`src/design/shpr_pkg.sv`:
```
// Shared types, constants and the basis scale table for the pixel relighting block.
package shpr_pkg;

    localparam int TERMS     = 9;
    localparam int TERM_W    = 4;
    localparam int LIGHT_W   = 16;
    localparam int WEIGHT_W  = 16;
    localparam int CFG_IDX_W = 2;
    localparam int SCALE_W   = 18;

    // Configuration register indexes.
    typedef enum logic [CFG_IDX_W-1:0] {
        CFG_LIGHT_X = 2'd0,
        CFG_LIGHT_Y = 2'd1,
        CFG_LIGHT_Z = 2'd2
    } t_cfg_idx;

    // Basis terms in stream order.
    typedef enum logic [TERM_W-1:0] {
        TERM_DC   = 4'd0,
        TERM_Y    = 4'd1,
        TERM_Z    = 4'd2,
        TERM_X    = 4'd3,
        TERM_XY   = 4'd4,
        TERM_YZ   = 4'd5,
        TERM_ZZ   = 4'd6,
        TERM_XZ   = 4'd7,
        TERM_XXYY = 4'd8
    } t_term;

    // Basis constants with 16 fraction bits.
    localparam logic signed [SCALE_W-1:0] K_C0 = 18'sd18487;
    localparam logic signed [SCALE_W-1:0] K_C1 = 18'sd32021;
    localparam logic signed [SCALE_W-1:0] K_C2 = 18'sd71601;
    localparam logic signed [SCALE_W-1:0] K_C3 = 18'sd20670;
    localparam logic signed [SCALE_W-1:0] K_C4 = 18'sd35801;

    // Unity in Q1.14, also the reset value of the z component.
    localparam logic signed [LIGHT_W-1:0] LIGHT_ONE = 16'sd16384;

    // Handshake control from the top level to the accumulator.
    typedef struct packed {
        logic en;
        logic take;
        logic last;
    } t_pipe_ctl;

    function automatic logic signed [SCALE_W-1:0] basis_scale(input logic [TERM_W-1:0] term);
        logic signed [SCALE_W-1:0] k;
        case (term)
            TERM_DC:                  k = K_C0;
            TERM_Y, TERM_Z, TERM_X:   k = K_C1;
            TERM_XY, TERM_YZ, TERM_XZ: k = K_C2;
            TERM_ZZ:                  k = K_C3;
            TERM_XXYY:                k = K_C4;
            default:                  k = K_C0;
        endcase
        return k;
    endfunction

endpackage

```
`src/design/shpr_byte_out.sv`:
```
// Clamp to unity, scale by 255 and hold the result bytes in the output register.
module shpr_byte_out #(
    parameter int COEF_BITS = 16
) (
    input  logic                          i_clk,
    input  logic                          i_rst_n,
    input  logic                          i_stall,
    input  logic                          i_fin_valid,
    input  logic signed [COEF_BITS+19:0]  i_fin_red,
    input  logic signed [COEF_BITS+19:0]  i_fin_green,
    input  logic signed [COEF_BITS+19:0]  i_fin_blue,
    output logic                          o_valid,
    output logic [7:0]                    o_red,
    output logic [7:0]                    o_green,
    output logic [7:0]                    o_blue
);
    import shpr_pkg::*;

    localparam int SUM_W    = COEF_BITS + 20;
    localparam int SUM_FRAC = COEF_BITS + 10;
    localparam int SCALED_W = SUM_FRAC + 8;

    logic                      r_valid;
    logic [7:0]                r_byte [3];
    logic signed [SUM_W-1:0]   w_fin [3];
    logic [SUM_FRAC-1:0]       w_lo [3];
    logic [SCALED_W-1:0]       w_scaled [3];
    logic [7:0]                w_byte [3];
    logic                      w_load;

    assign w_fin[0] = i_fin_red;
    assign w_fin[1] = i_fin_green;
    assign w_fin[2] = i_fin_blue;

    always_comb begin
        for (int c = 0; c < 3; c++) begin
            w_lo[c]     = w_fin[c][SUM_FRAC-1:0];
            // x * 255 as (x << 8) - x
            w_scaled[c] = {w_lo[c], 8'h00} - {8'h00, w_lo[c]};
            if (w_fin[c][SUM_W-1]) begin
                w_byte[c] = 8'h00;
            end else if (|w_fin[c][SUM_W-2:SUM_FRAC]) begin
                w_byte[c] = 8'hFF;
            end else begin
                w_byte[c] = w_scaled[c][SCALED_W-1:SUM_FRAC];
            end
        end
    end

    assign w_load = !r_valid || !i_stall;

    always_ff @(posedge i_clk) begin
        if (!i_rst_n) begin
            r_valid <= 1'b0;
        end else if (w_load) begin
            r_valid <= i_fin_valid;
        end
    end

    always_ff @(posedge i_clk) begin
        if (w_load && i_fin_valid) begin
            for (int c = 0; c < 3; c++) begin
                r_byte[c] <= w_byte[c];
            end
        end
    end

    assign o_valid = r_valid;
    assign o_red   = r_byte[0];
    assign o_green = r_byte[1];
    assign o_blue  = r_byte[2];

endmodule

```
`config.mk`:
```
export PLATFORM = sky130hd
export DESIGN_NAME = shpr_byte_out
export DESIGN_NICKNAME = d
export VERILOG_FILES = /design/src/design/shpr_pkg.sv /design/src/design/shpr_byte_out.sv
export SDC_FILE = /design/constraint.sdc
export NUM_CORES = 1
export LEC_CHECK = 0
export BUFFER_PORTS_ARGS = -buffer_cell sky130_fd_sc_hd__buf_2
export CAP_MARGIN = 20
export CORE_ASPECT_RATIO = 0.6
export CORE_MARGIN = 5
export CORE_UTILIZATION = 45
export DETAILED_ROUTE_END_ITERATION = 10
export PLACE_DENSITY = 0.87
export SLEW_MARGIN = 20
export SYNTH_ARGS = -nofsm -noshare
export SYNTH_HDL_FRONTEND = slang
export SYNTH_SLANG_ARGS = --single-unit
```
`constraint.sdc`:
```
create_clock -name i_clk -period 2.6 [get_ports i_clk]
set_input_delay 0.26 -clock i_clk [delete_from_list [all_inputs] [get_ports i_clk]]
set_output_delay 0.26 -clock i_clk [all_outputs]
set_load 0.005 [all_outputs]
```
Word-level counts from Yosys, hierarchy flattened
Memory sizes are Yosys's and may differ from the RTL's.
Index checks and enable logic that the tools add are counted.
- register bits after elaboration: 1
- memory bits (writable): 24
- output and inout bits: 25
- memories: 1
- memory list (name ; words ; bits a word ; read ports ; clocked after Yosys merged registers in ; wr ports ; RTL line ; text):
    r_byte ; 3 ; 8 ; 3 ; 0 ; 3 ; shpr_byte_out.sv:24 ; logic [7:0] r_byte [3];
- $add $sub $neg: 3
- mux-type cells: 8
- reductions and logical operators: 7
- operators by type and width (kind ; number):
    subtractor 34 x 26 -> 34 bit ; 3
    two-way mux 8 bit ; 6
    OR reduction 9 bit ; 3
    zero test 1 bit ; 2
    two-way mux 1 bit ; 2
    logical AND 1 bit ; 1
    logical OR 1 bit ; 1

Depth between registers and ports, before layout
- depth in word-level cells: 5
- mapped depth: 8
- depth with buffers taken out: 8

Worst setup path before layout
OpenSTA, ideal clock, no wires.
- path kind: flip-flop to flip-flop
- start point: register r_valid (netlist: o_valid)
- end point: memory r_byte[0][0], enable pin
- library setup time: 442 ps
- arrival: 2096 ps
- path slack: 61 ps
- stages on the path, launching flop included: 2
- path buffers: 0
- period minus slack after synthesis: 2539 ps
- path through: dfxtp_1 -> a21boi_0
- RTL lines (item ; RTL line ; text):
    from (decl) ; shpr_byte_out.sv:23 ; logic r_valid;
    from (signal assigned) ; shpr_byte_out.sv:56 ; r_valid <= i_fin_valid;
    to (decl) ; shpr_byte_out.sv:24 ;

==> impl_results.md <==
- Run status: finished, final reports clean
- Cell-by-cell listing of the critical path: buf_2 > inv_1 > ha_1 > a21o_1 > a21o_1 > a211o_1 > or2_4 > or3_4 > a221oi_2
- Required time at the worst-slack endpoint: 2680 ps
- Post-synth top area share: 0.224
- Final-layout fill cell count: 614
- Mean Syn Cell Area: 8.07 µm²
- Clock Skew: between 1.5 and 2 ps
- Area of the mapped netlist: 3220 µm²
- Worst-case headroom to the max-slew limit: 0.590
- Wire length of the first global-routing pass: 17,100 µm
- Worst-case clock buffer depth: 2
- Seq/Total Area, Yosys: 0.230
- Max Fclk: around 430 MHz
- Worst-skew pair later-pin latency: about 250 ps
- Iter 0 DRT Violations: roughly 350
- # diodes: 0
- Internal portion of total power: around 0.92 mW
- PD cells: 331 nW/µm²
- Clock buffers created by TritonCTS: 3
- First-pass iteration count of the detailed router: 5
- Switching power: around 0.45 mW
- Peak supply drop: between 0.3 and 0.4 mV
- Clock share of power: 0.249
- Number of nets in the synthesized netlist: 565
- TritonCTS clock tree: done
- Type of destination of the critical path: flop
- Chip width: 119 µm
- Post-synthesis cell count: 399
- Synth warn: 0
- Largest area contributor in the synthesized netlist: sky130_fd_sc_hd__edfxtp_1
- Clock input transition at the sequential cells of the worst setup and hold paths: 60 ps
- Number of max-slew violations in the final report: 0
- Slowest stage cell on the critical path: sky130_fd_sc_hd__or3_4
- HPWL reported at the end of detailed placement: roughly 9500 µm
- Clock period minus final worst setup slack: ~2300 ps
- Routed wire length: 10,700 µm
- Post-detailed-route count of antenna-violating nets: 0
- Reg power frac: 0.350
- # placed instances: ~630
- Commonest non-fill, non-tap cells in the layout: 136 x sky130_fd_sc_hd__buf_2, 60 x sky130_fd_sc_hd__inv_1, 54 x sky130_fd_sc_hd__ha_1
- Area of the core: 6820 µm²
- Largest cells by area after synthesis: sky130_fd_sc_hd__edfxtp_1 22%, sky130_fd_sc_hd__ha_1 21%, sky130_fd_sc_hd__inv_1 7.0%
- Least-Margin Pin Slew: 611 ps
- Initial Util: 0.472
- DP Area: 4050 µm²
- Number of vias per cell after detailed routing: 6.01
- Filler-free cell count of the finished design: 629
- Count of flip-flops with a built-in enable after synthesis: 24
- Number of setup buffers added after CTS: 0
- Leak Pwr: 2.08 nW
- Per-cell routed wire length: 17.1 µm
- Path type of the worst min-delay path: in2reg
- Worst Setup Start Kind: input pin
- Final design instance area without fill: 4130 µm²
- RSZ-0062 raised after global routing: no
- Async SR Flop Fraction: 0
- Layout-stage area growth over the synthesis result: 28.1%
- Clock root buffer: sky130_fd_sc_hd__clkbuf_16
- Maximum number of pins on one net before global-route repair: 25
- Depth of the CTS H-tree: 1
- Chip height: around 76 µm
- Fraction of layout cells with a size suffix above 1: 0.284
- Routability Congestion: 0.981
- Setup slack at placement: 34.8 ps
- Vias post-DR: 3,782
- Maximum fanout count along the critical path: 4
- Number of I/O pins: 137
- Proportion of total power due to net switching: 0.328
- Final net count: between 700 and 800
- Sum of negative setup slack: 0 ps
- Arrival time of data at the critical path endpoint: 2400 ps
- Predominant post-synthesis flop cell: sky130_fd_sc_hd__edfxtp_1
- Sum of internal, switching and leakage power: 1.36 mW
- Leading cell type in the layout, fill and taps excluded: sky130_fd_sc_hd__buf_2
- GRT Util Overall: 0.234
- Slowest cell delay on critical path: 390 ps
- Number of design rule violations left after detail routing: 0
- Final global-route overflow total: 0
- Cells resized by post-CTS repair: 0
- Relative contribution of combinational cells to total power: 0.401
- Final setup slack of the worst path: 276 ps
- Vias in the first global route: roughly 3,500
- Row cnt: 23
- Post-route fraction of the period consumed by the critical path: 0.894
- DIE AREA: between 9000 and 10,000 µm²
- Synth unique cells: 52
- Critical Setup Path Class: in2reg
- Clock tree sinks: 25
- Hold-fix buffers at CTS: 0
- Antenna violations before repair: 0
- Max_cap viols: 0
- Count of buffers inserted at the top-level ports: 136
- Final-report hold violation count: 0
- Final setup viols: 0
- Number of register bits inferred by synthesis: 25
- CP dominant cell by count: sky130_fd_sc_hd__a21o_1
[registers in the layout (all words and copies together), names as in the netlist]
name     count
r_byte      24
o_valid      1
[stage by stage]
step | hold WS (ps) | utilization
after floorplan | 388 | -
after CTS | 230 | 0.605
final | 223 | 0.605
after global routing | 254 | 0.605
after global placement | 474 | 0.594
after detailed placement | 484 | 0.594
[layer usage]
layer	up-vias	share of wire	GRT usage
met5	-	0	0
met4	0	0.0057	0.0257
met3	11	0.12	0.0660
met2	230	0.41	0.366
met1	1710	0.46	0.335
li1	1831	-	-
[Yosys cell counts (3+ instances only)]
cell / instances
sky130_fd_sc_hd__nor2b_1: 3
sky130_fd_sc_hd__nor2_1: 20
sky130_fd_sc_hd__o2111ai_1: 3
sky130_fd_sc_hd__inv_1: 60
sky130_fd_sc_hd__a31oi_1: 16
sky130_fd_sc_hd__o21ai_0: 18
sky130_fd_sc_hd__or3_1: 9
sky130_fd_sc_hd__or4_1: 5
sky130_fd_sc_hd__nand4_1: 10
sky130_fd_sc_hd__edfxtp_1: 24
sky130_fd_sc_hd__a211oi_1: 3
sky130_fd_sc_hd__o211ai_1: 6
sky130_fd_sc_hd__ha_1: 54
sky130_fd_sc_hd__a211o_1: 5
sky130_fd_sc_hd__nor4_1: 8
sky130_fd_sc_hd__nor3_1: 14
sky130_fd_sc_hd__and3_1: 4
sky130_fd_sc_hd__and4_1: 3
sky130_fd_sc_hd__nand3_1: 14
sky130_fd_sc_hd__nand2_1: 24
sky130_fd_sc_hd__a21o_1: 10
sky130_fd_sc_hd__a21oi_1: 37
sky130_fd_sc_hd__nand4b_1: 3
sky130_fd_sc_hd__o31ai_1: 5
sky130_fd_sc_hd__o21a_1: 10
[worst paths after layout]
path / from / end / slack [ps] / cells past startpoint
worst max-delay path: i_fin_blue[23] / r_byte[0][21] / 280 / 9
worst min-delay path: i_rst_n / o_valid / 220 / 2
worst max register to register: o_valid / r_byte[0][7] / 1490 / 2
worst min register to register: o_valid / o_valid / 540 / 2
[layout make-up]
cell class / count / area (µm²) / share of cell area
Timing Repair Buffer: 142 / 726 / 0.176
Multi-Input combinational cell: 311 / 2250 / 0.545
Inverter: 60 / 225 / 0.0546
Clock buffer: 4 / 78.8 / 0.0191
Tap cell: 87 / 109 / 0.0264
Sequential cell: 25 / 741 / 0.179
[cells by family after synthesis]
kind of cell / after synthesis / synth area share
AO/OA/AOI/OAI: 131 / 0.273
AND/OR/NAND/NOR: 124 / 0.209
buffers and inverters: 63 / 0.0734
adder cells (fa/ha/maj): 54 / 0.210
flip-flops: 25 / 0.230
XOR/XNOR: 2 / 0.00544
[power groups by stage]
stage,Clock (mW),Combinational [mW],Sequential (mW)
2_1_floorplan,0,0.304,0.489
3_3_place_gp,0,0.510,0.487
3_5_place_dp,0,0.531,0.486
4_1_cts,0.348,0.535,0.478
5_1_grt,0.366,0.607,0.479
6_report,0.340,0.547,0.477
[worst max-delay path: cells and delay by family]
| family | cells | cell delay, ps |
|---|---|---|
| AOI/OAI and AO/OA | 4 | 940 |
| and+or+nand+nor | 2 | 680 |
| buffers and inverters | 2 | 200 |
| adders and majority gates | 1 | 310 |
Note: power is estimated with default switching activity, not from simulation.
