[config.mk]
export PLATFORM = sky130hd
export DESIGN_NAME = shpr_accum
export DESIGN_NICKNAME = d
export VERILOG_FILES = /design/src/design/shpr_pkg.sv /design/src/design/shpr_accum.sv
export SDC_FILE = /design/constraint.sdc
export NUM_CORES = 2
export LEC_CHECK = 0
export CORE_MARGIN = 2
export CORE_UTILIZATION = 60
export DETAILED_ROUTE_END_ITERATION = 10
export DONT_BUFFER_PORTS = 1
export GPL_TIMING_DRIVEN = 0
export PLACE_DENSITY_LB_ADDON = 0.2
export SLEW_MARGIN = 10
export SYNTH_ARGS = -nofsm -noshare
export SYNTH_HDL_FRONTEND = slang
export SYNTH_SLANG_ARGS = --single-unit
[constraint.sdc]
create_clock -name i_clk -period 6.9 [get_ports i_clk]
set_clock_uncertainty 0.1 [all_clocks]
set_input_delay 0.69 -clock i_clk [delete_from_list [all_inputs] [get_ports i_clk]]
set_output_delay 0.69 -clock i_clk [all_outputs]
set_load 0.05 [all_outputs]
[src/design/shpr_pkg.sv]
// Shared types, constants and the basis scale table for the pixel relighting block.
package shpr_pkg;

    localparam int TERMS     = 9;
    localparam int TERM_W    = 4;
    localparam int LIGHT_W   = 16;
    localparam int WEIGHT_W  = 16;
    localparam int CFG_IDX_W = 2;
    localparam int SCALE_W   = 18;

    // Configuration register indexes.
    typedef enum logic [CFG_IDX_W-1:0] {
        CFG_LIGHT_X = 2'd0,
        CFG_LIGHT_Y = 2'd1,
        CFG_LIGHT_Z = 2'd2
    } t_cfg_idx;

    // Basis terms in stream order.
    typedef enum logic [TERM_W-1:0] {
        TERM_DC   = 4'd0,
        TERM_Y    = 4'd1,
        TERM_Z    = 4'd2,
        TERM_X    = 4'd3,
        TERM_XY   = 4'd4,
        TERM_YZ   = 4'd5,
        TERM_ZZ   = 4'd6,
        TERM_XZ   = 4'd7,
        TERM_XXYY = 4'd8
    } t_term;

    // Basis constants with 16 fraction bits.
    localparam logic signed [SCALE_W-1:0] K_C0 = 18'sd18487;
    localparam logic signed [SCALE_W-1:0] K_C1 = 18'sd32021;
    localparam logic signed [SCALE_W-1:0] K_C2 = 18'sd71601;
    localparam logic signed [SCALE_W-1:0] K_C3 = 18'sd20670;
    localparam logic signed [SCALE_W-1:0] K_C4 = 18'sd35801;

    // Unity in Q1.14, also the reset value of the z component.
    localparam logic signed [LIGHT_W-1:0] LIGHT_ONE = 16'sd16384;

    // Handshake control from the top level to the accumulator.
    typedef struct packed {
        logic en;
        logic take;
        logic last;
    } t_pipe_ctl;

    function automatic logic signed [SCALE_W-1:0] basis_scale(input logic [TERM_W-1:0] term);
        logic signed [SCALE_W-1:0] k;
        case (term)
            TERM_DC:                  k = K_C0;
            TERM_Y, TERM_Z, TERM_X:   k = K_C1;
            TERM_XY, TERM_YZ, TERM_XZ: k = K_C2;
            TERM_ZZ:                  k = K_C3;
            TERM_XXYY:                k = K_C4;
            default:                  k = K_C0;
        endcase
        return k;
    endfunction

endpackage

[src/design/shpr_accum.sv]
// Input register, per-channel products and the running channel sums.
module shpr_accum #(
    parameter int COEF_BITS = 16
) (
    input  logic                                  i_clk,
    input  logic                                  i_rst_n,
    input  shpr_pkg::t_pipe_ctl                   i_ctl,
    input  logic signed [COEF_BITS-1:0]           i_coef_red,
    input  logic signed [COEF_BITS-1:0]           i_coef_green,
    input  logic signed [COEF_BITS-1:0]           i_coef_blue,
    input  logic signed [shpr_pkg::WEIGHT_W-1:0]  i_weight,
    output logic                                  o_fin_valid,
    output logic signed [COEF_BITS+19:0]          o_fin_red,
    output logic signed [COEF_BITS+19:0]          o_fin_green,
    output logic signed [COEF_BITS+19:0]          o_fin_blue
);
    import shpr_pkg::*;

    localparam int PROD_W = COEF_BITS + WEIGHT_W;
    localparam int SUM_W  = COEF_BITS + 20;

    logic                       r_v1, r_last1, r_v2, r_last2, r_fin_v;
    logic signed [COEF_BITS-1:0] r_coef [3];
    logic signed [WEIGHT_W-1:0] r_w1;
    logic signed [PROD_W-1:0]   r_prod [3];
    logic signed [SUM_W-1:0]    r_sum [3];
    logic signed [SUM_W-1:0]    r_fin [3];
    logic signed [SUM_W-1:0]    w_total [3];

    always_comb begin
        for (int c = 0; c < 3; c++) begin
            w_total[c] = r_sum[c] + SUM_W'(r_prod[c]);
        end
    end

    always_ff @(posedge i_clk) begin
        if (!i_rst_n) begin
            r_v1    <= 1'b0;
            r_last1 <= 1'b0;
            r_v2    <= 1'b0;
            r_last2 <= 1'b0;
            r_fin_v <= 1'b0;
            for (int c = 0; c < 3; c++) begin
                r_sum[c] <= '0;
            end
        end else if (i_ctl.en) begin
            r_v1    <= i_ctl.take;
            r_last1 <= i_ctl.last;
            r_v2    <= r_v1;
            r_last2 <= r_last1;
            r_fin_v <= r_v2 && r_last2;
            if (r_v2) begin
                for (int c = 0; c < 3; c++) begin
                    r_sum[c] <= r_last2 ? '0 : w_total[c];
                end
            end
        end
    end

    always_ff @(posedge i_clk) begin
        if (i_ctl.en) begin
            if (i_ctl.take) begin
                r_coef[0] <= i_coef_red;
                r_coef[1] <= i_coef_green;
                r_coef[2] <= i_coef_blue;
                r_w1      <= i_weight;
            end
            for (int c = 0; c < 3; c++) begin
                r_prod[c] <= r_coef[c] * r_w1;
                r_fin[c]  <= w_total[c];
            end
        end
    end

    assign o_fin_valid = r_fin_v;
    assign o_fin_red   = r_fin[0];
    assign o_fin_green = r_fin[1];
    assign o_fin_blue  = r_fin[2];

endmodule

==> Yosys cells after proc, flatten, opt, wreduce, memory -nomap -nowiden <==
Memory sizes are Yosys's and may differ from the RTL's.
Cells that the tools add are included.
{ "totals": {"ff_bits": 21, "mem_bits_rw": 360, "in_bits": 69, "out_inout_bits": 109, "wordCells": 37, "memories": 4} }
{ "op_classes": {"addsub": 3, "mul": 3, "n_mux": 16, "bitwise_logic": 3, "n_reduce_logical": 2} }
{ "mem_list": {"columns": ["memory", "words", "width", "rd", "rd_ports_with_merged_regs", "write_ports", "line_no", "text"], "rows": [
  ["r_fin", 3, 36, 3, 0, 3, "shpr_accum.sv:27", "logic signed [SUM_W-1:0] r_fin [3];"],
  ["r_sum", 3, 36, 3, 0, 3, "shpr_accum.sv:26", "logic signed [SUM_W-1:0] r_sum [3];"],
  ["r_prod", 3, 32, 3, 0, 3, "shpr_accum.sv:25", "logic signed [PROD_W-1:0] r_prod [3];"],
  ["r_coef", 3, 16, 3, 0, 3, "shpr_accum.sv:23", "logic signed [COEF_BITS-1:0] r_coef [3];"]
]} }
{ "ops": {"columns": ["cell", "n"], "rows": [
  ["two-way mux 36 bit", 6],
  ["adder 36 x 32 -> 36 bit", 3],
  ["multiplier 16 x 16 -> 32 bit", 3],
  ["two-way mux 1 bit", 10],
  ["bitwise OR 1 bit", 3],
  ["AND reduction 2 bit", 1],
  ["logical AND 1 bit", 1]
]} }

==> Longest topological paths before layout <==
{ "depth": {"ltp_word": 5, "mapped_depth": 25, "depth_no_buf": 23} }

==> Least setup slack after synthesis <==
OpenSTA, ideal clock, no wires.
{ "synth_path": {"path_kind": "reg2reg", "startpoint": "reg r_w1[1]", "endpoint": "mem r_prod[0][93] in the netlist's numbering, data pin", "arrival_time_ns": 6.251, "required_time_ns": 6.541, "slack_ns": 0.290, "path_stages_with_launch": 23, "n_path_buf": 2, "cell_sequence": "edfxtp_1 -> clkbuf_1 -> clkbuf_1 -> nand2_1 -> fa_1 -> fa_1 -> inv_1 -> fa_1 -> inv_1 -> fa_1 -> fa_1 -> fa_1 -> inv_1 -> ha_1 -> and3_4 -> a22oi_1 -> and3b_1 -> o211ai_2 -> a31o_1 -> a311o_1 -> a21o_1 -> and4_1 -> a211o_1"} }
{ "synth_lines": {"columns": ["item", "line_no", "text"], "rows": [
  ["start: declaration", "shpr_accum.sv:24", "logic signed [WEIGHT_W-1:0] r_w1;"],
  ["start signal: assignment", "shpr_accum.sv:66", "r_w1 <= i_weight;"],
  ["end: declaration", "shpr_accum.sv:25", null]
]} }

==> flow_metrics.env <==
export IMPL_status="finished with violations"
export IMPL_violations="setup timing"
export IMPL_slew_headroom=0.1238
export IMPL_critPathBufInv=5
export IMPL_die_w_um=283.5
export IMPL_synthFlopType="edfxtp_1"
export IMPL_grt_max_degree=206
export IMPL_synth_edff_count=376
export IMPL_wl_per_cell_um=20.61
export IMPL_seq_area_frac_synth=0.2430
export IMPL_overflow=0
export IMPL_rr_endpoint="r_prod[0][95]"
export IMPL_fmax_ghz=0.1449
export IMPL_r2r_slack_ps=-2
export IMPL_end_kind="register"
export IMPL_hold_depth=0
export IMPL_synth_area_um2=46870
export IMPL_nNetsFinal=5828
export IMPL_synthArstFlopShare=0
export IMPL_via_count=32236
export IMPL_drc_errors=0
export IMPL_antenna_found_initial=18
export IMPL_start_util=0.6060
export IMPL_r2r_start="r_w1[5]"
export IMPL_grt_pass1_wl_um=183600
export IMPL_numPortBuffers=0
export IMPL_clkLatencyLatePin_ps=620
export IMPL_ys_warn_count=0
export IMPL_cts_tree="yes"
export IMPL_ant_nets=0
export IMPL_core_area_um2=77340
export IMPL_htree_levels=2
export IMPL_synth_net_count=5713
export IMPL_reg2regPathDepth=22
export IMPL_finalInstanceArea_um2=51060
export IMPL_grt_total_usage=0.2981
export IMPL_slew_violations=0
export IMPL_cap_violations=0
export IMPL_cp_common_cell="fa_1"
export IMPL_path_clk_slew_ps=60
export IMPL_clock_sinks=381
export IMPL_cts_max_path_buffers=3
export IMPL_syn_inst=4504
export IMPL_worst_pin_slew_ps=1314
export IMPL_crit_arrival_ps=7140
export IMPL_cp_top_family="adder cells"
export IMPL_worstHoldPathType="input port to register"
export IMPL_drt_initial_drc_count=2294
export IMPL_synth_area_per_cell_um2=10.41
export IMPL_cp_cell_sequence="buf_2, and2_1, fa_1, inv_1, fa_1, fa_1, inv_1, fa_1, fa_1, inv_2, fa_1, inv_2, ha_4, and3_4, a22oi_2, and3b_1, o211ai_2, a31o_1, a311o_1, or3_1, a31oi_1, xnor2_1"
export IMPL_finalWorstSetupSlack_ps=-1.969
export IMPL_grt_pass1_vias=33149
export IMPL_die_h_um=283.5
export IMPL_cts_made_buffers=45
export IMPL_die_area_um2=80360
export IMPL_drive_gt1_frac=0.06942
export IMPL_ctsHoldBuffers=0
export IMPL_cp_max_fo=10
export IMPL_areaGrowthSynthToFinish_pct=8.941
export IMPL_cp_slowest_cell="fa_1"
export IMPL_finalSetupViolations=1
export IMPL_finalWorstPathRequiredPeriod_ps=6902
export IMPL_num_rows=102
export IMPL_post_route_util=0.6602
export IMPL_totalWireLength_um=117600
export IMPL_ios=178
export IMPL_finalCritPeriodShare=1.000
export IMPL_ys_ff_latch=381
export IMPL_slowest_delay_ps=550
export IMPL_gp_congestion=0.9912
export IMPL_finalSetupTns_ps=-1.969
export IMPL_root_buffer="clkbuf_16"
export IMPL_path_class="register to register"
export IMPL_synth_cell_type_count=78
export IMPL_required_ps=7140
export IMPL_dpl_instance_area_um2=48260
export IMPL_firstDrtPassIters=6
export IMPL_start_kind="register"
export IMPL_finalHoldViolCount=0
export IMPL_grt_setup_unrepaired="yes"
export IMPL_routed_via_density=5.651
export IMPL_hpwl_um=91640
export IMPL_worst_hold_path_endpoint="r_coef[0][36]"
export IMPL_holdCritStartpoint="i_coef_blue[4]"
placed cells by master, fill, tap and decap left out, types with 43 or more instances in the layout:
cell / n
a21o_1: 82
a21oi_1: 144
and2_1: 455
buf_4: 75
clkbuf_1: 47
clkbuf_16: 47
clkbuf_2: 43
edfxtp_1: 376
fa_1: 782
ha_1: 342
inv_1: 897
nand2_1: 414
nor2_1: 140
o21ai_0: 65
xnor2_1: 134
xor2_1: 55
final cells by class:
type                    instances  area, um2
well taps                    1040       1301
multi-input cells            3070      31790
diodes                         11      27.53
plain buffers                 150       1077
inverters                     901       3385
repair buffers                 70      614.3
flip-flops and latches        381      11390
clock buffers                  59       1219
fillers                      6203      26280
clock inverters                22      251.5
logic make-up (layout without fill, tap and decap cells):
logic type | Yosys count | in the layout | synth area share
compound gates | 495 | 495 | 0.06987
xor+xnor | 189 | 189 | 0.03532
fa+ha+maj | 1140 | 1140 | 0.4307
buf+inv | 1053 | 1202 | 0.08433
flops | 381 | 381 | 0.2430
mux | 12 | 12 | 0.002590
other cells | 0 | 11 | 0
simple gates | 1234 | 1234 | 0.1341
metal layers:
layer / up-vias / routed length, um / global-route usage
met4: 8 / 5147 / 0.1185
met1: 16193 / 46620 / 0.4006
met2: 1287 / 54490 / 0.4742
met3: 316 / 11270 / 0.06664
li1: 14432 / - / -
met5: - / 50 / 0
how the worst max path moves through the flow:
stage / startpoint / endpoint / slack, ps / cells past startpoint
finish: r_w1[5] / r_prod[0][95] / -2 / 22
global placement: r_w1[5] / r_prod[0][95] / -1180 / 22
floorplan: r_w1[1] / r_prod[0][93] / 290 / 22
CTS: r_coef[0][2] / r_prod[0][31] / 3 / 21
global route: r_w1[4] / r_prod[0][95] / -160 / 23
detailed placement: r_w1[5] / r_prod[0][63] / -1270 / 22
cell usage after synthesis (all sizes together), types with 12 or more instances:
| master | n | area (um2) |
|---|---|---|
| nor2b | 34 | 212.7 |
| xnor2 | 134 | 1174 |
| nor2 | 140 | 525.5 |
| a21oi | 148 | 752.0 |
| nand2 | 416 | 1562 |
| a31oi | 12 | 75.07 |
| xor2 | 55 | 481.7 |
| o21ai | 87 | 435.4 |
| o21a | 30 | 225.2 |
| nand4 | 13 | 81.33 |
| o21bai | 24 | 180.2 |
| nand2b | 35 | 219.0 |
| nand3 | 35 | 175.2 |
| inv | 901 | 3382 |
| clkbuf | 150 | 563.0 |
| ha | 351 | 4392 |
| fa | 789 | 15800 |
| a211oi | 20 | 160.2 |
| and3 | 22 | 142.6 |
| nor3 | 36 | 180.2 |
| and2 | 458 | 2865 |
| a21o | 82 | 615.6 |
| edfxtp | 376 | 11290 |
sequential cells by signal (all words and copies together) (netlist names):
signal       count
r_w1            16
r_v2             1
r_last2          1
r_v1             1
r_fin          108
o_fin_valid      1
r_sum          108
r_last1          1
r_coef          48
r_prod          96
per-stage QoR:
step	hold WS, ps	setup WS, ps	instances
2_1_floorplan	378.1	290.0	4504
3_3_place_gp	405.1	-1180	5544
3_5_place_dp	407.8	-1266	5547
4_1_cts	41.01	2.532	5641
5_1_grt	50.79	-164.2	5693
6_report	58.46	-1.969	5704
what timing repair did:
item                       CTS  global route
setup endpoints to repair   51            21
buffers inserted            14            53
resized for setup          166           182
pin swaps                    6            35
Power is left out: the tool's default activity adds up to more than one toggle a clock period on the data nets, which glitch-free logic cannot reach.
