## src/design/shpr_pkg.sv

```systemverilog
// Shared types, constants and the basis scale table for the pixel relighting block.
package shpr_pkg;

    localparam int TERMS     = 9;
    localparam int TERM_W    = 4;
    localparam int LIGHT_W   = 16;
    localparam int WEIGHT_W  = 16;
    localparam int CFG_IDX_W = 2;
    localparam int SCALE_W   = 18;

    // Configuration register indexes.
    typedef enum logic [CFG_IDX_W-1:0] {
        CFG_LIGHT_X = 2'd0,
        CFG_LIGHT_Y = 2'd1,
        CFG_LIGHT_Z = 2'd2
    } t_cfg_idx;

    // Basis terms in stream order.
    typedef enum logic [TERM_W-1:0] {
        TERM_DC   = 4'd0,
        TERM_Y    = 4'd1,
        TERM_Z    = 4'd2,
        TERM_X    = 4'd3,
        TERM_XY   = 4'd4,
        TERM_YZ   = 4'd5,
        TERM_ZZ   = 4'd6,
        TERM_XZ   = 4'd7,
        TERM_XXYY = 4'd8
    } t_term;

    // Basis constants with 16 fraction bits.
    localparam logic signed [SCALE_W-1:0] K_C0 = 18'sd18487;
    localparam logic signed [SCALE_W-1:0] K_C1 = 18'sd32021;
    localparam logic signed [SCALE_W-1:0] K_C2 = 18'sd71601;
    localparam logic signed [SCALE_W-1:0] K_C3 = 18'sd20670;
    localparam logic signed [SCALE_W-1:0] K_C4 = 18'sd35801;

    // Unity in Q1.14, also the reset value of the z component.
    localparam logic signed [LIGHT_W-1:0] LIGHT_ONE = 16'sd16384;

    // Handshake control from the top level to the accumulator.
    typedef struct packed {
        logic en;
        logic take;
        logic last;
    } t_pipe_ctl;

    function automatic logic signed [SCALE_W-1:0] basis_scale(input logic [TERM_W-1:0] term);
        logic signed [SCALE_W-1:0] k;
        case (term)
            TERM_DC:                  k = K_C0;
            TERM_Y, TERM_Z, TERM_X:   k = K_C1;
            TERM_XY, TERM_YZ, TERM_XZ: k = K_C2;
            TERM_ZZ:                  k = K_C3;
            TERM_XXYY:                k = K_C4;
            default:                  k = K_C0;
        endcase
        return k;
    endfunction

endpackage

```

## src/design/shpr_weight_gen.sv

```systemverilog
// Light direction registers and the pipelined generator of the nine basis weights.
module shpr_weight_gen (
    input  logic                                     i_clk,
    input  logic                                     i_rst_n,
    input  logic                                     i_cfg_we,
    input  logic [shpr_pkg::CFG_IDX_W-1:0]           i_cfg_index,
    input  logic [shpr_pkg::LIGHT_W-1:0]             i_cfg_data,
    input  logic [shpr_pkg::TERM_W-1:0]              i_term,
    output logic signed [shpr_pkg::WEIGHT_W-1:0]     o_weight,
    output logic                                     o_busy
);
    import shpr_pkg::*;

    localparam int PROD_W  = 2 * LIGHT_W;
    localparam int DIFF_W  = PROD_W + 1;
    localparam int SCL_W   = DIFF_W + SCALE_W;
    localparam int SHIFT   = 30;
    localparam int RES_W   = SCL_W - SHIFT;
    localparam logic signed [DIFF_W-1:0] ZZ_BIAS = DIFF_W'(64'sd268435456);
    localparam logic signed [SCL_W-1:0]  HALF    = SCL_W'(64'sd536870912);
    localparam logic signed [RES_W-1:0]  W_MAX   = RES_W'(32767);
    localparam logic signed [RES_W-1:0]  W_MIN   = -RES_W'(32768);

    logic signed [LIGHT_W-1:0]  r_light_x, r_light_y, r_light_z;
    logic                       r_issue;
    logic [TERM_W-1:0]          r_issue_idx;
    logic                       r_v1, r_v2, r_v3;
    logic [TERM_W-1:0]          r_i1, r_i2, r_i3;
    logic signed [PROD_W-1:0]   r_p1, r_p2;
    logic signed [DIFF_W-1:0]   r_d;
    logic signed [SCL_W-1:0]    r_m;
    logic signed [WEIGHT_W-1:0] r_weight [TERMS];

    logic                       w_cfg_hit;
    logic signed [LIGHT_W-1:0]  w_a, w_b;
    logic signed [DIFF_W-1:0]   w_p1x, w_p2x, w_d;
    logic signed [SCL_W-1:0]    w_rnd;
    logic signed [RES_W-1:0]    w_res;
    logic signed [WEIGHT_W-1:0] w_sat;

    assign w_cfg_hit = i_cfg_we && (i_cfg_index == CFG_LIGHT_X ||
                                    i_cfg_index == CFG_LIGHT_Y ||
                                    i_cfg_index == CFG_LIGHT_Z);

    always_ff @(posedge i_clk) begin
        if (!i_rst_n) begin
            r_light_x   <= '0;
            r_light_y   <= '0;
            r_light_z   <= LIGHT_ONE;
            r_issue     <= 1'b1;
            r_issue_idx <= '0;
            r_v1        <= 1'b0;
            r_v2        <= 1'b0;
            r_v3        <= 1'b0;
        end else if (w_cfg_hit) begin
            // A new direction restarts the whole table and drops work in flight.
            case (i_cfg_index)
                CFG_LIGHT_X: r_light_x <= $signed(i_cfg_data);
                CFG_LIGHT_Y: r_light_y <= $signed(i_cfg_data);
                default:     r_light_z <= $signed(i_cfg_data);
            endcase
            r_issue     <= 1'b1;
            r_issue_idx <= '0;
            r_v1        <= 1'b0;
            r_v2        <= 1'b0;
            r_v3        <= 1'b0;
        end else begin
            r_v1 <= r_issue;
            r_v2 <= r_v1;
            r_v3 <= r_v2;
            if (r_issue) begin
                if (r_issue_idx == TERM_W'(TERMS - 1)) begin
                    r_issue     <= 1'b0;
                    r_issue_idx <= '0;
                end else begin
                    r_issue_idx <= r_issue_idx + 1'b1;
                end
            end
        end
    end

    // Operand choice for the first product; the y*y product is only used by the last term.
    always_comb begin
        case (r_issue_idx)
            TERM_DC:   begin w_a = LIGHT_ONE; w_b = LIGHT_ONE; end
            TERM_Y:    begin w_a = r_light_y; w_b = LIGHT_ONE; end
            TERM_Z:    begin w_a = r_light_z; w_b = LIGHT_ONE; end
            TERM_X:    begin w_a = r_light_x; w_b = LIGHT_ONE; end
            TERM_XY:   begin w_a = r_light_x; w_b = r_light_y; end
            TERM_YZ:   begin w_a = r_light_y; w_b = r_light_z; end
            TERM_ZZ:   begin w_a = r_light_z; w_b = r_light_z; end
            TERM_XZ:   begin w_a = r_light_x; w_b = r_light_z; end
            TERM_XXYY: begin w_a = r_light_x; w_b = r_light_x; end
            default:   begin w_a = LIGHT_ONE; w_b = LIGHT_ONE; end
        endcase
    end

    assign w_p1x = {r_p1[PROD_W-1], r_p1};
    assign w_p2x = {r_p2[PROD_W-1], r_p2};

    always_comb begin
        case (r_i1)
            TERM_ZZ:   w_d = (w_p1x <<< 1) + w_p1x - ZZ_BIAS;
            TERM_XXYY: w_d = w_p1x - w_p2x;
            default:   w_d = w_p1x;
        endcase
    end

    // Round half up, floor shift, then saturate to Q1.14.
    assign w_rnd = r_m + HALF;
    assign w_res = w_rnd[SCL_W-1:SHIFT];

    always_comb begin
        if (w_res > W_MAX) begin
            w_sat = WEIGHT_W'(W_MAX);
        end else if (w_res < W_MIN) begin
            w_sat = WEIGHT_W'(W_MIN);
        end else begin
            w_sat = w_res[WEIGHT_W-1:0];
        end
    end

    always_ff @(posedge i_clk) begin
        r_i1 <= r_issue_idx;
        r_p1 <= w_a * w_b;
        r_p2 <= r_light_y * r_light_y;
        r_i2 <= r_i1;
        r_d  <= w_d;
        r_i3 <= r_i2;
        r_m  <= basis_scale(r_i2) * r_d;
        if (r_v3) begin
            r_weight[r_i3] <= w_sat;
        end
    end

    assign o_weight = r_weight[i_term];
    assign o_busy   = r_issue | r_v1 | r_v2 | r_v3;

endmodule

```

## config.mk

```make
export PLATFORM = sky130hd
export DESIGN_NAME = shpr_weight_gen
export DESIGN_NICKNAME = d
export VERILOG_FILES = /design/src/design/shpr_pkg.sv /design/src/design/shpr_weight_gen.sv
export SDC_FILE = /design/constraint.sdc
export NUM_CORES = 2
export LEC_CHECK = 0
export ABC_AREA = 1
export CORE_MARGIN = 2
export CORE_UTILIZATION = 40
export CTS_CLUSTER_DIAMETER = 100
export CTS_CLUSTER_SIZE = 24
export DETAILED_ROUTE_END_ITERATION = 8
export DONT_BUFFER_PORTS = 1
export HOLD_SLACK_MARGIN = 0.08
export PLACE_DENSITY_LB_ADDON = 0.05
export RECOVER_POWER = 25
export SYNTH_ARGS = -nofsm -noshare
export SYNTH_HDL_FRONTEND = slang
export SYNTH_SLANG_ARGS = --single-unit
```

## constraint.sdc

```tcl
create_clock -name i_clk -period 10.52 [get_ports i_clk]
set_clock_uncertainty 0.15 [all_clocks]
set_input_delay 1.578 -clock i_clk [delete_from_list [all_inputs] [get_ports i_clk]]
set_output_delay 1.578 -clock i_clk [all_outputs]
set_load 0.01 [all_outputs]
```

# Yosys cells after proc, flatten, opt, wreduce, memory -nomap -nowiden
# Memories as Yosys holds them, arrays and structs flattened. A register that Yosys moved wholly into a read port is not among the register bits.
# Index checks and enable logic that the tools add are counted.
word_totals:
  output_inout_bits: 17
  mem_bits_rw: 144
  memories: 2
  romBits: 256
  elab_cells: 67
  register_bits: 216
classes:
  muxes: 10
  bitwise_logic: 5
  reduce_logical: 13
  n_addsub: 5
  multipliers: 3
  eq_ne: 12
  n_lt_le_gt_ge: 2
memory_table:
  columns: ["name", "words", "width", "rd", "rd_clocked_by_memory_dff", "wr", "line_no", "text"]
  rows:
  - ["(no name shown)", 16, 16, 1, 1, 0, "shpr_pkg.sv:50", "case (term)"]
  - ["r_weight", 9, 16, 1, 0, 1, "shpr_weight_gen.sv:32", "logic signed [WEIGHT_W-1:0] r_weight [TERMS];"]
op_table:
  columns: ["cell", "n"]
  rows:
  - ["$pmux 16 s3", 2]
  - ["$pmux 33 s2", 1]
  - ["$mul 16x16->32", 2]
  - ["$add 51x31->51 const B", 1]
  - ["$mul 18x33->51", 1]
  - ["$add 33x32->33", 1]
  - ["$sub 32x32->33", 1]
  - ["$sub 33x30->33 const B", 1]
  - ["$mux 16", 2]
  - ["$gt 21x16->1 const B", 1]
  - ["$lt 21x16->1 const B", 1]
  - ["$eq 4x3->1 const B", 5]
  - ["$eq 4x2->1 const B", 2]
  - ["$eq 4x4->1 const B", 2]
  - ["$reduce_or 2->1", 4]
  - ["$reduce_and 2->1", 3]
  - ["$add 4x1->4 const B", 1]
  - ["$eq 4x1->1 const B", 1]
  - ["$mux 1", 4]
  - ["$mux 4", 1]
  - ["$reduce_or 4->1", 1]
  - ["$or 1x1->1", 3]
  - ["$reduce_or 3->1", 1]
  - ["$eq 2x1->1 const B", 1]
  - ["5 further kinds", 7]

# Depth between registers and ports, before layout
depth:
  ltp_word: 5
  depth_mapped: 34

# Worst setup path before layout
# No wires, ideal clock.
synth_timing:
  kind: "register to register"
  start: "register r_issue_idx[0]"
  end: "register r_p1[31]"
  t_arrival_ps: 6159
  required_ps: 10258
  path_stages_with_launch: 29
  setup_slack_ps: 4099
  path_cell_list: "dfxtp_1 inv_1 ha_1 nand3_1 o211ai_4 buf_6 nand2_1 o221ai_2 buf_4 nand2_1 inv_1 fa_1 fa_1 fa_1 fa_1 inv_1 fa_1 inv_1 fa_1 ha_1 inv_1 nor3_1 nand2_1 nor3_1 nand2_1 o211ai_1 inv_1 nand2_1 nand2_1"
synth_via:
  elab_chain_len: 4
  word_cells_on_any_way: 15
  classes_between: "mul (1); eq/ne (8); mux (2); reduce/logical (4)"
synth_rtl:
  columns: ["item", "line_no", "text"]
  rows:
  - ["start: declaration", "shpr_weight_gen.sv:26", "logic [TERM_W-1:0] r_issue_idx;"]
  - ["start signal: assignment", "shpr_weight_gen.sv:76", "r_issue_idx <= r_issue_idx + 1'b1;"]
  - ["$eq 4x4->1, or another cell as far along", "shpr_weight_gen.sv:84", "case (r_issue_idx)"]
  - ["$reduce_or 4->1 (no line), or another cell as far along", null, null]
  - ["$pmux 16 s3", "shpr_weight_gen.sv:84", null]
  - ["$mul 16x16->32 *", "shpr_weight_gen.sv:125", "r_p1 <= w_a * w_b;"]
  - ["end signal: assignment", "shpr_weight_gen.sv:125", null]
  - ["end: declaration", "shpr_weight_gen.sv:29", "logic signed [PROD_W-1:0] r_p1, r_p2;"]
# Every way passes the cells marked *; elsewhere a longest branch is shown, timed or not.
# A chain may end at the register's enable or synchronous reset.

# Worst setup path in the final report
# Same ends and word-level chain as after synthesis.

==> reports/metrics.yaml <==
status:
  status: "complete, no violations"
synth:
  async_reset_ff_share_pct: 0
  synth_top_area_share_pct: 36.3
  synth-xor-area-share_pct: 1.55
  synth_compound_area_share_pct: 6.32
  synthTopCellsByArea: "fa_1 36%, inv_1 14%, nand2_1 11%"
  synth-edff-count: 144
  yosys.area_share.simple_pct: 16.9
  synth_top_family_by_area: "adder cells"
  yosysTopAreaCell: "fa_1"
  syn_area_um2: 57100
  yosysSeqAreaShare_pct: 14.6
  synth-seq-cells: 344
  synth_flop_cell: "dfxtp_1"
  syn_area_per_cell_um2: 7.91
  ys_warn_count: 0
  synth_mux_area_share_pct: 0.561
  synth_fa_ha_area_share_pct: 44.7
  synthCells: 7225
  syn_nets: 8669
  synthDistinctLibCells: 52
global_routing:
  grt_pass1_vias: 46600
  grt_max_degree: 97
  grt_pass1_wl_um: 272000
  grt-ovfl-total: 0
  grt.total_usage_pct: 24.2
  antenna_found_initial: 0
critical_path:
  worstSetupStartpoint: "r_issue_idx[0]$_SDFFE_PP0P_"
  start_kind: "flop"
  cp_max_fo: 20
  rr_worst_depth: 26
  reg2reg_to: "r_p1[31]$_DFF_P_"
  slowest_stage: "nand3_1"
  critPathKind: "flop to flop"
  reg2reg_slack_ns: 1.88
  cp.required_ns: 10.90
  arrival_ns: 9.01
  endpoint: "r_p1[31]$_DFF_P_"
  slowest_delay_ns: 0.97
  end_kind: "flop"
  r2r-start: "r_issue_idx[0]$_SDFFE_PP0P_"
placement:
  gp_congestion: 0.888
  post-dp-hpwl_um: 143000
  port_buffers: 0
  post-place-ws_ns: 1.78
timing:
  finalSetupTns_ns: 0
  setup_viol: 0
  hold_viol: 0
  finalCritPeriodShare_pct: 82.1
  setup_ws_ns: 1.88
  worstMarginPinSlew_ns: 1.38
  slew_violations: 0
  fin_crit_ns: 8.64
  rsz0062_at_grt: "no"
  max_freq_mhz: 116
  slew_headroom_pct: 7.96
  hold_ws_ns: 0.185
drt:
  ant_nets: 0
  drtIter0Drc: 2145
  routed_wl_um: 173000
  drc: 0
  num_vias: 43400
  via_per_inst: 4.82
  firstDrtPassIters: 6
  wl_per_cell_um: 19.2
power:
  p_seq_share_pct: 37.1
  p_int_mw: 2.68
  switching_share_pct: 42.7
  power.density_nw_per_um2: 78.2
  ir_worst_vdd_uv: 135
  comb_power_share_pct: 41.1
  p_sw_mw: 2.00
  pwr-share-clk_pct: 21.9
  leakagePower_nw: 32.3
clock_tree:
  cts_resized: 0
  clockRootBuffer: "clkbuf_16"
  cts_made_buffers: 24
  cts.htree.levels: 1
  cts.sinks: 344
  cts.clk_slew.worst_paths_ns: 0.09
  ctsHoldBuffers: 0
  cts_tree: "done"
  post-cts-setup-buffer-count: 0
  clk_latency_ns: 0.63
  clock_path_buffers: 3
die:
  core-area_um2: 142000
  dieArea_um2: 146000
  die_y_um: 382
  die_w_um: 382
  boundaryPins: 42
  num_rows: 138
  initial_utilization_pct: 40.3
layout:
  layout-drive-gt1-share_pct: 2.21
  nNetsFinal: 8544
  num-fill-cells: 14900
  area_growth_pct: 4.72
job:
  max_cap_violations: 0
hold_path:
  hold_class: "flop to flop"
[cells in the mapped netlist, drive strengths merged, types with 47 or more instances]
cell type  instances
dfxtp            200
nor3              47
clkbuf           156
o21ai            203
fa              1036
buf               50
nor2             313
nand3            237
a21oi            292
inv             2105
nand2           1710
ha               383
edfxtp           144
xor2              57
[kinds of logic (layout without fill, tap and decap cells)]
family | Yosys count | in the layout
DFF | 344 | 344
xor gates and xnor gates | 100 | 100
muxes | 32 | 32
buffers and inverters | 2312 | 2205
adders and majority gates | 1419 | 1419
and+or+nand+nor | 2397 | 2397
other | 0 | 1
AOI/OAI and AO/OA | 621 | 621
[area by class of cell]
class,instances,area [um2],area share (%)
Antenna cell,1,2.50,0.00418
Timing Repair Buffer,55,387,0.646
Clock buffer,30,623,1.04
Multi-Input combinational cell,4569,40000,66.9
Clock inverter,14,185,0.310
Inverter,2106,7910,13.2
Sequential cell,344,8330,13.9
Tap cell,1890,2360,3.95
[how the worst min path moves through the flow]
stage                                from         endpoint  slack (ns)  cells after the start
final                     r_i2[0]$_DFF_P_  r_i3[0]$_DFF_P_        0.18                      0
after detailed placement  r_i2[0]$_DFF_P_  r_i3[0]$_DFF_P_        0.16                      0
after global placement    r_i2[0]$_DFF_P_  r_i3[0]$_DFF_P_        0.16                      0
after global routing      r_i2[0]$_DFF_P_  r_i3[0]$_DFF_P_        0.19                      0
after floorplan           r_i2[0]$_DFF_P_  r_i3[0]$_DFF_P_        0.16                      0
after CTS                 r_i2[0]$_DFF_P_  r_i3[0]$_DFF_P_        0.19                      0
[worst max-delay path, delay by kind of cell, from the launching register on]
| kind | cells | cell delay [ns] |
|---|---|---|
| adders and majority gates | 8 | 4.22 |
| and+or+nand+nor | 9 | 2.03 |
| AOI/OAI and AO/OA | 3 | 1.22 |
| DFF | 1 | 0.36 |
| buffers and inverters | 6 | 0.56 |
[through the flow]
| stage | cells | cell area [um2] | power, mW | utilization, % |
|---|---|---|---|---|
| after global placement | 8964 | 59100 | 3.71 | 41.7 |
| after CTS | 9008 | 59900 | 4.76 | 42.3 |
| after detailed placement | 8964 | 59100 | 3.72 | 41.7 |
| after global routing | 9008 | 59800 | 5.04 | 42.2 |
| final | 9009 | 59800 | 4.68 | 42.2 |
| after floorplan | 7225 | 57100 | 3.05 | - |
[power by group through the flow]
stage,clock [mW],sequential [mW],combinational [mW]
after floorplan,0,1.71,1.34
after global placement,0,1.77,1.94
after detailed placement,0,1.77,1.95
after CTS,1.07,1.74,1.96
after global routing,1.11,1.75,2.18
final,1.02,1.74,1.92
[state kept, by name, indices dropped and copies added, names as in the netlist, 4 cells and up, named ones only]
name / count
r_d: 33
r_i1: 4
r_i2: 4
r_i3: 4
r_issue_idx: 4
r_light_x: 16
r_light_y: 16
r_light_z: 16
r_m: 22
r_p1: 32
r_p2: 31
r_weight: 144
[placed cells by master (no fill, tap or decap), types with 7 or more instances in the layout]
master	synthesis	final
or2_2	11	11
xor2_1	57	57
edfxtp_1	144	144
clkbuf_1	156	13
o22ai_1	7	7
clkbuf_16	0	24
inv_1	2093	2093
fa_1	1036	1036
xnor2_1	42	42
o21bai_1	29	29
dfxtp_1	200	200
o221ai_2	15	15
nand3_1	237	237
a21o_1	13	13
ha_1	383	383
inv_2	12	12
nor3_2	7	7
a21oi_1	286	286
mux2i_1	32	32
buf_4	6	48
nand3b_1	9	9
nand4_1	44	44
nor4_1	7	7
o21ai_0	202	202
and3_1	8	8
nor3_1	40	40
o211ai_1	42	42
nor2_1	310	306
nand2_1	1705	1705
[metal layers]
layer | vias to the layer above | part of all wire (%) | global-route usage, %
met1 | 21500 | 45 | 32.2
li1 | 21000 | - | -
met2 | 731 | 49 | 42.0
met5 | - | 0 | 0
met4 | 0 | 3.0 | 6.45
met3 | 188 | 3.3 | 2.07
No activity file was read; power rests on OpenSTA's default activity.
